`src/rtl/csut_pkg.sv`:
```
// ----------------------------------------------------------------------------
// csut_pkg
// Shared types, widths and codes of the chi-square uniformity test block.
// ----------------------------------------------------------------------------
package csut_pkg;

  // Defaults of the top-level parameters.
  localparam int MAX_BINS_DEF    = 128;
  localparam int SAMPLE_BITS_DEF = 16;

  // Fixed field widths.
  localparam int SPAN_W     = 17;
  localparam int NBINS_W    = 8;
  localparam int COUNT_W    = 20;
  localparam int CFG_IDX_W  = 2;
  localparam int CFG_DATA_W = 20;
  localparam int STAT_W     = 48;
  localparam int FRAC_W     = 16;

  // The squared-deviation sum of at most 255 bins of 20-bit counts fits 48 bits.
  localparam int ACC_W = 48;

  // Shared divider: the numerator is the sum scaled by the fraction bits.
  localparam int DIV_NUM_W = ACC_W + FRAC_W;
  localparam int DIV_DEN_W = COUNT_W;

  // Register reset values.
  localparam logic [SPAN_W-1:0]  SPAN_RST   = SPAN_W'(200);
  localparam logic [NBINS_W-1:0] NBINS_RST  = NBINS_W'(100);
  localparam logic [COUNT_W-1:0] SCOUNT_RST = COUNT_W'(5000);

  localparam logic [COUNT_W-1:0] COUNT_MAX = '1;

  // Configuration register indexes.
  typedef enum logic [CFG_IDX_W-1:0] {
    CFG_RANGE_SPAN   = 2'd0,
    CFG_NUM_BINS     = 2'd1,
    CFG_SAMPLE_COUNT = 2'd2
  } cfg_idx_t;

  // Divider operand selection.
  typedef enum logic {
    DIV_EXPECTED,
    DIV_STATISTIC
  } div_sel_t;

  // Controller states.
  typedef enum logic [3:0] {
    ST_CLEAR,
    ST_IDLE,
    ST_SEARCH,
    ST_BIN,
    ST_WRITE,
    ST_EXP_START,
    ST_EXP_WAIT,
    ST_SWEEP,
    ST_DRAIN,
    ST_STAT_START,
    ST_STAT_WAIT,
    ST_EMIT
  } state_t;

  // Commands from the controller to the datapath.
  typedef struct packed {
    logic     take;
    logic     search_step;
    logic     mem_rd;
    logic     mem_wr;
    logic     sweep_init;
    logic     sweep_step;
    logic     sum_en;
    logic     e_load;
    logic     div_start;
    div_sel_t div_sel;
    logic     out_load;
  } cmd_t;

  // Status from the datapath to the controller.
  typedef struct packed {
    logic search_last;
    logic bin_ok;
    logic run_end;
    logic sweep_last;
    logic pipe_busy;
    logic div_busy;
    logic e_zero;
    logic out_free;
  } status_t;

endpackage

```
`src/rtl/csut_div.sv`:
```
// ----------------------------------------------------------------------------
// csut_div
// Restoring divider, one quotient bit per cycle, shared by the expected-count
// and the statistic divisions.
// ----------------------------------------------------------------------------
module csut_div (
  input  logic                           clk,
  input  logic                           rst_n,
  input  logic                           start,
  input  logic [csut_pkg::DIV_NUM_W-1:0] num,
  input  logic [csut_pkg::DIV_DEN_W-1:0] den,
  output logic                           busy,
  output logic [csut_pkg::DIV_NUM_W-1:0] quo
);
  import csut_pkg::*;

  localparam int CNT_W = $clog2(DIV_NUM_W + 1);

  logic [DIV_NUM_W-1:0] num_r;
  logic [DIV_DEN_W-1:0] den_r;
  logic [DIV_DEN_W-1:0] rem_r;
  logic [CNT_W-1:0]     cnt_r;
  logic                 busy_r;
  logic [DIV_DEN_W:0]   rem_sh;
  logic                 ge;

  // Shift the next numerator bit into the partial remainder and try a subtract.
  assign rem_sh = {rem_r, num_r[DIV_NUM_W-1]};
  assign ge     = (rem_sh >= {1'b0, den_r});

  // Control state.
  always_ff @(posedge clk) begin
    if (!rst_n) begin
      busy_r <= 1'b0;
      cnt_r  <= '0;
    end else if (start) begin
      busy_r <= 1'b1;
      cnt_r  <= CNT_W'(DIV_NUM_W);
    end else if (busy_r) begin
      cnt_r <= cnt_r - CNT_W'(1);
      if (cnt_r == CNT_W'(1)) begin
        busy_r <= 1'b0;
      end
    end
  end

  // Operands; the quotient bits replace the numerator from the bottom.
  always_ff @(posedge clk) begin
    if (start) begin
      num_r <= num;
      den_r <= den;
      rem_r <= '0;
    end else if (busy_r) begin
      num_r <= {num_r[DIV_NUM_W-2:0], ge};
      rem_r <= ge ? DIV_DEN_W'(rem_sh - {1'b0, den_r}) : rem_sh[DIV_DEN_W-1:0];
    end
  end

  assign busy = busy_r;
  assign quo  = num_r;

endmodule

```
`src/rtl/csut_dp.sv`:
```
// ----------------------------------------------------------------------------
// csut_dp
// Datapath: configuration registers, bin search, histogram memory, sum of
// squared deviations, shared divider and the result register.
// ----------------------------------------------------------------------------
module csut_dp #(
  parameter int MAX_BINS    = csut_pkg::MAX_BINS_DEF,
  parameter int SAMPLE_BITS = csut_pkg::SAMPLE_BITS_DEF
) (
  input  logic                            clk,
  input  logic                            rst_n,
  input  logic                            cfg_valid,
  input  logic [csut_pkg::CFG_IDX_W-1:0]  cfg_index,
  input  logic [csut_pkg::CFG_DATA_W-1:0] cfg_data,
  input  logic [SAMPLE_BITS-1:0]          in_sample,
  input  logic                            out_ready,
  output logic                            out_valid,
  output logic [csut_pkg::STAT_W-1:0]     out_statistic,
  output logic                            out_expected_zero_error,
  input  csut_pkg::cmd_t                  cmd,
  output csut_pkg::status_t               status
);
  import csut_pkg::*;

  localparam int IDXW = $clog2(MAX_BINS);
  localparam int TW   = IDXW + 1;
  localparam int NW   = SAMPLE_BITS + NBINS_W;
  localparam int PW   = TW + SPAN_W;
  localparam int CW   = (NW > PW) ? NW : PW;
  localparam int SQ_W = 2 * COUNT_W;

  // Configuration registers.
  logic [SPAN_W-1:0]  span_r;
  logic [NBINS_W-1:0] nbins_r;
  logic [COUNT_W-1:0] scount_r;

  always_ff @(posedge clk) begin
    if (!rst_n) begin
      span_r   <= SPAN_RST;
      nbins_r  <= NBINS_RST;
      scount_r <= SCOUNT_RST;
    end else if (cfg_valid) begin
      case (cfg_idx_t'(cfg_index))
        CFG_RANGE_SPAN:   span_r   <= cfg_data[SPAN_W-1:0];
        CFG_NUM_BINS:     nbins_r  <= cfg_data[NBINS_W-1:0];
        CFG_SAMPLE_COUNT: scount_r <= cfg_data[COUNT_W-1:0];
        default: ;
      endcase
    end
  end

  // Bins in use: the register clamped to one up to MAX_BINS.
  logic [NBINS_W-1:0] nb;

  always_comb begin
    if (nbins_r == '0) begin
      nb = NBINS_W'(1);
    end else if (32'(nbins_r) > MAX_BINS) begin
      nb = NBINS_W'(MAX_BINS);
    end else begin
      nb = nbins_r;
    end
  end

  // Sample counter of the current run.
  logic [COUNT_W-1:0] seen_r;
  logic               run_end_r;
  logic [COUNT_W:0]   seen_inc;
  logic               run_end_nxt;

  assign seen_inc    = {1'b0, seen_r} + (COUNT_W + 1)'(1);
  assign run_end_nxt = (seen_inc >= {1'b0, scount_r});

  always_ff @(posedge clk) begin
    if (!rst_n) begin
      seen_r    <= '0;
      run_end_r <= 1'b0;
    end else if (cmd.take) begin
      seen_r    <= run_end_nxt ? '0 : seen_inc[COUNT_W-1:0];
      run_end_r <= run_end_nxt;
    end
  end

  // Bin search. The sample goes to the smallest j with (j+1)*span >= sample*B,
  // which is the largest t with t*span < sample*B, found one bit per cycle.
  logic [NW-1:0] prod_r;
  logic [TW-1:0] t_r;
  logic [TW-1:0] bit_r;
  logic [TW-1:0] cand;
  logic [PW-1:0] cand_prod;

  assign cand      = t_r | bit_r;
  assign cand_prod = PW'(cand) * PW'(span_r);

  always_ff @(posedge clk) begin
    if (!rst_n) begin
      bit_r <= '0;
    end else if (cmd.take) begin
      bit_r <= {1'b1, {(TW-1){1'b0}}};
    end else if (cmd.search_step) begin
      bit_r <= bit_r >> 1;
    end
  end

  always_ff @(posedge clk) begin
    if (cmd.take) begin
      prod_r <= NW'(in_sample) * NW'(nb);
      t_r    <= '0;
    end else if (cmd.search_step) begin
      if (CW'(cand_prod) < CW'(prod_r)) begin
        t_r <= cand;
      end
    end
  end

  // Histogram memory; its read and its write share one address.
  logic [COUNT_W-1:0] bin_mem_r [MAX_BINS];
  logic [COUNT_W-1:0] rd_data_r;
  logic [IDXW-1:0]    idx_r;
  logic [IDXW-1:0]    mem_addr;
  logic [COUNT_W-1:0] mem_wdata;
  logic               mem_re;
  logic               mem_we;
  logic [COUNT_W-1:0] cnt_inc;

  assign cnt_inc   = (rd_data_r == COUNT_MAX) ? rd_data_r : rd_data_r + COUNT_W'(1);
  assign mem_addr  = cmd.sweep_step ? idx_r : t_r[IDXW-1:0];
  assign mem_wdata = cmd.sweep_step ? '0 : cnt_inc;
  assign mem_re    = cmd.mem_rd | cmd.sweep_step;
  assign mem_we    = cmd.mem_wr | cmd.sweep_step;

  always_ff @(posedge clk) begin
    if (mem_we) begin
      bin_mem_r[mem_addr] <= mem_wdata;
    end
    if (mem_re) begin
      rd_data_r <= bin_mem_r[mem_addr];
    end
  end

  // Sweep index over every entry; it reads for the sum and writes zero.
  always_ff @(posedge clk) begin
    if (!rst_n) begin
      idx_r <= '0;
    end else if (cmd.sweep_init) begin
      idx_r <= '0;
    end else if (cmd.sweep_step) begin
      idx_r <= idx_r + IDXW'(1);
    end
  end

  // Sum pipeline: read, square of the deviation, accumulate.
  logic [COUNT_W-1:0] e_r;
  logic               rd_vld_r;
  logic               sq_vld_r;
  logic [SQ_W-1:0]    sq_r;
  logic [ACC_W-1:0]   acc_r;
  logic [COUNT_W-1:0] dev;

  assign dev = (rd_data_r >= e_r) ? rd_data_r - e_r : e_r - rd_data_r;

  always_ff @(posedge clk) begin
    if (!rst_n) begin
      rd_vld_r <= 1'b0;
      sq_vld_r <= 1'b0;
    end else begin
      rd_vld_r <= cmd.sweep_step & cmd.sum_en & (32'(idx_r) < 32'(nb));
      sq_vld_r <= rd_vld_r;
    end
  end

  always_ff @(posedge clk) begin
    if (rd_vld_r) begin
      sq_r <= SQ_W'(dev) * SQ_W'(dev);
    end
    if (cmd.sweep_init) begin
      acc_r <= '0;
    end else if (sq_vld_r) begin
      acc_r <= acc_r + ACC_W'(sq_r);
    end
  end

  // Shared divider: expected count first, then the scaled statistic.
  logic [DIV_NUM_W-1:0] div_num;
  logic [DIV_DEN_W-1:0] div_den;
  logic [DIV_NUM_W-1:0] div_quo;
  logic                 div_busy;

  always_comb begin
    case (cmd.div_sel)
      DIV_EXPECTED: begin
        div_num = DIV_NUM_W'(scount_r);
        div_den = DIV_DEN_W'(nb);
      end
      DIV_STATISTIC: begin
        div_num = {acc_r, {FRAC_W{1'b0}}};
        div_den = e_r;
      end
      default: begin
        div_num = '0;
        div_den = '0;
      end
    endcase
  end

  csut_div u_div (
    .clk   (clk),
    .rst_n (rst_n),
    .start (cmd.div_start),
    .num   (div_num),
    .den   (div_den),
    .busy  (div_busy),
    .quo   (div_quo)
  );

  always_ff @(posedge clk) begin
    if (cmd.e_load) begin
      e_r <= div_quo[COUNT_W-1:0];
    end
  end

  // Result register, saturating the statistic at the field maximum.
  logic              out_valid_r;
  logic [STAT_W-1:0] stat_r;
  logic              err_r;
  logic [STAT_W-1:0] stat_sat;

  assign stat_sat = (div_quo[DIV_NUM_W-1:STAT_W] != '0) ? '1 : div_quo[STAT_W-1:0];

  always_ff @(posedge clk) begin
    if (!rst_n) begin
      out_valid_r <= 1'b0;
    end else if (cmd.out_load) begin
      out_valid_r <= 1'b1;
    end else if (out_ready) begin
      out_valid_r <= 1'b0;
    end
  end

  always_ff @(posedge clk) begin
    if (cmd.out_load) begin
      stat_r <= (e_r == '0) ? '0 : stat_sat;
      err_r  <= (e_r == '0);
    end
  end

  assign out_valid               = out_valid_r;
  assign out_statistic           = stat_r;
  assign out_expected_zero_error = err_r;

  // Status toward the controller.
  always_comb begin
    status.search_last = bit_r[0];
    status.bin_ok      = (32'(t_r) < 32'(nb));
    status.run_end     = run_end_r;
    status.sweep_last  = (idx_r == IDXW'(MAX_BINS - 1));
    status.pipe_busy   = rd_vld_r | sq_vld_r;
    status.div_busy    = div_busy;
    status.e_zero      = (e_r == '0);
    status.out_free    = ~out_valid_r | out_ready;
  end

endmodule

```
`config.mk`:
```
export PLATFORM = sky130hd
export DESIGN_NAME = csut_dp
export DESIGN_NICKNAME = d
export VERILOG_FILES = /design/src/rtl/csut_pkg.sv /design/src/rtl/csut_div.sv /design/src/rtl/csut_dp.sv
export SDC_FILE = /design/constraint.sdc
export NUM_CORES = 2
export LEC_CHECK = 0
export ABC_CLOCK_PERIOD_IN_PS = 23000
export CAP_MARGIN = 15
export CORE_MARGIN = 8
export CORE_UTILIZATION = 40
export DETAILED_ROUTE_END_ITERATION = 8
export DONT_BUFFER_PORTS = 1
export PLACE_DENSITY = 0.56
export RECOVER_POWER = 25
export SLEW_MARGIN = 20
export SYNTH_ARGS = -nofsm -noshare
export SYNTH_HDL_FRONTEND = slang
export SYNTH_SLANG_ARGS = --single-unit
```
`constraint.sdc`:
```
create_clock -name clk -period 23 [get_ports clk]
set_clock_uncertainty 0.15 [all_clocks]
set_input_delay 2.3 -clock clk [delete_from_list [all_inputs] [get_ports clk]]
set_output_delay 2.3 -clock clk [all_outputs]
set_load 0.02 [all_outputs]
```
==> flow_summary_export.csv <==
group,metric,value,unit
clock_network,clockBufferDepth,4,
logic_synthesis,syn_nets,10300,
routing,drtIter0Drc,9204,
clock_network,cts_buffers,313,
logic_synthesis,yosysUniqueCellTypes,102,
floorplanning,start_util,40.1,%
sta,post-route-period-util,48.8,%
sta,period_minus_slack,11.23,ns
clock_network,cts_tree,"yes",
logic_synthesis,netlist_area,134000,µm²
routing,vias,84800,
routing,wl,417,mm
sta,finalSetupViolCount,0,
routing,post_drt_wl_per_cell,29.4,µm
sta,worst_pin_slew,4.37,ns
logic_synthesis,synth_warnings,0,
placement,dp_hpwl,259,mm
outcome,violations,"capacitance limit, slew limit",
sta,rsz0062_at_grt,"no",
finish,drive_gt1_share,9.70,%
sta,fmax,89.1,MHz
clock_network,cts_sinks,2964,
routing,vias_per_cell,5.98,
floorplanning,die_y,596,µm
floorplanning,coreArea,336000,µm²
routing,route.met2.wl,192,mm
routing,drcViolationCount,0,
logic_synthesis,yosys.area.top_type_share,62.5,%
global_route,grt_pass1_wl,597,mm
global_route,grt_max_degree,174,
sta,drv_slew,1207,
clock_network,path_clk_slew,0.06,ns
floorplanning,std_cell_rows,213,
routing,wl_met3,37.5,mm
placement,gp_congestion,0.863,
routing,met1_length,169,mm
logic_synthesis,async_flop_share,0,%
finish,nNetsFinal,10400,
logic_synthesis,synth-main-ff-cell,"edfxtp_1",
clock_network,ctsResizeCount,0,
routing,routed.top_layer,"met5",
floorplanning,die_width,596,µm
clock_network,clkLatencyLatePin,0.94,ns
floorplanning,die_area,355000,µm²
setup_path,worstPathMaxFanout,18,
logic_synthesis,syn_inst,9421,
global_route,grt_antenna_before_repair,24,
logic_synthesis,synthTopCellsByArea,"edfxtp_1 62%, fa_1 6.8%, a22oi_1 4.7%",
global_route,grt_pass1_vias,83500,
finish,area_growth,12.2,%
logic_synthesis,synth_edf_count,2796,
logic_synthesis,ys_seq_area_share,65.0,%
logic_synthesis,ys_seq_elements,2964,
floorplanning,io_pins,111,
setup_path,crit_top_cell,"fa_1",
setup_path,critPathSlowestCell,"ha_1",
flow_run,drv_cap,24,
placement,portBuffers,0,
clock_network,post-cts-setup-buffers,0,
sta,fin_tns_setup,0,ns
routing,ant_nets,0,
clock_network,cts_hold_buf,0,
routing,dr.pass1.iters,6,
clock_network,clockRootBuffer,"clkbuf_16",
setup_path,critPathArrivalTime,11.67,ns
setup_path,crit_type,"reg -> reg",
hold_path,hold_class,"reg -> reg",
sta,hold_violations,0,
clock_network,h-tree-depth,5,
logic_synthesis,yosys.area.top_type,"edfxtp_1",
global_route,overflow,0,
setup_path,cp.required,23.45,ns
global_route,grt_usage,22.6,%
setup_path,critPathCaptureType,"register",
setup_path,worstSetupStartpointType,"register",
setup_path,slowest_delay,0.74,ns
logic_synthesis,postSynthAreaPerCell,14.3,µm²
sta,relSlewSlack,-191,%
outcome,status,"finished, violations left",
-- critical path: cells and delay by family (launching register included) --
family | cells | cell delay, ns
adder cells (fa/ha/maj) | 9 | 4.57
AO/OA/AOI/OAI | 8 | 2.52
AND/OR/NAND/NOR | 8 | 1.88
buffers and inverters | 6 | 0.76
XOR/XNOR | 2 | 0.64
flip-flops | 1 | 0.40
-- layer usage --
| layer | global-route usage, % | vias to the layer above |
|---|---|---|
| met5 | 0 | - |
| met4 | 8.46 | 8 |
| met3 | 4.23 | 736 |
| met2 | 36.3 | 4024 |
| met1 | 30.8 | 43800 |
| li1 | - | 36200 |
-- cell type report --
type                       count  area (µm²)
timing repair buffer         309        2330
multi-input combinational   5223       43000
sequential                  2964       87300
inverter                     705        2650
clock buffer                 374        8180
tap                         4407        5510
fill                       29500      185000
clock inverter               194        1750
antenna                        9        22.5
-- synthesized netlist by cell type, types with 35 or more instances --
cell and instances:
a211oi_1 37, a21boi_0 35, a21o_1 96, a21oi_1 180
a221oi_1 183, a222oi_1 50, a22o_1 186, a22oi_1 843
a31oi_1 149, a41oi_1 83, and2_1 107, buf_1 114
buf_2 87, clkbuf_1 320, dfxtp_1 168, edfxtp_1 2796
fa_1 455, ha_1 403, inv_1 692, mux2i_1 72
nand2_1 489, nand3_1 136, nand4_1 117, nor2_1 555
nor2b_1 80, nor3_1 49, nor4_1 42, o21ai_0 239
xnor2_1 139, xor2_1 63
-- metrics by stage --
step / hold slack [ns] / util, % / cells / worst slack, ns / area, µm²
after floorplan: 0.297 / - / 9421 / 13.27 / 134000
after global placement: 0.315 / 42.0 / 13600 / 11.91 / 141000
after detailed placement: 0.330 / 42.0 / 13600 / 11.73 / 141000
after CTS: 0.338 / 45.0 / 14200 / 11.67 / 151000
after global routing: 0.357 / 44.9 / 14200 / 11.19 / 151000
final: 0.333 / 44.9 / 14200 / 11.77 / 151000
-- final timing paths --
path                                                from                       end  slack (ns)  depth (start not counted)
worst max-delay path              rd_data_r[0]$_DFFE_PP_        sq_r[32]$_DFFE_PP_       11.77                         33
worst min-delay path            scount_r[1]$_SDFFE_PN0P_  scount_r[1]$_SDFFE_PN0P_        0.33                          2
worst max register to register    rd_data_r[0]$_DFFE_PP_        sq_r[32]$_DFFE_PP_       11.77                         33
worst min register to register  scount_r[1]$_SDFFE_PN0P_  scount_r[1]$_SDFFE_PN0P_        0.33                          2
-- registers in the layout, indices dropped and copies added (netlist names), 8 cells and up --
register,cells
acc_r,48
u_div.rem_r,20
u_div.quo,64
bit_r,8
nbins_r,8
sq_r,39
out_statistic,48
scount_r,20
u_div.den_r,20
t_r,8
e_r,20
prod_r,24
seen_r,20
rd_data_r,20
bin_mem_r,2560
span_r,17
-- cells by family after synthesis --
group                      share of synthesized area [%]
muxes                                              0.578
adders and majority gates                           10.5
buffers and inverters                               3.56
AOI/OAI and AO/OA                                   12.9
xor gates and xnor gates                            1.40
DFF                                                 65.0
and+or+nand+nor                                     6.05
-- cells in the final DEF (no fill, tap or decap), drive strengths merged, types with 26 or more instances in the layout --
cell type and instances:
xnor2 144, nor4 42, fa 455, a21o 96, dfxtp 168, clkinv 156
a222oi 50, nand3 136, a22o 186, inv 718, xor2 65, a21oi 181
a21boi 36, buf 287, ha 403, o211ai 31, nor3 53, nand4 118
o21a 35, nor2 561, nand2b 26, and2 108, nand2 489, o2111ai 29
o21ai 246, nor2b 80, a41oi 83, mux2i 72, a211oi 38, a221oi 183
a31oi 149, edfxtp 2796, a22oi 843, clkbuf 396
Power is not shown: default switching activity piles up to over one toggle a cycle in this logic, so the estimate is an artifact.
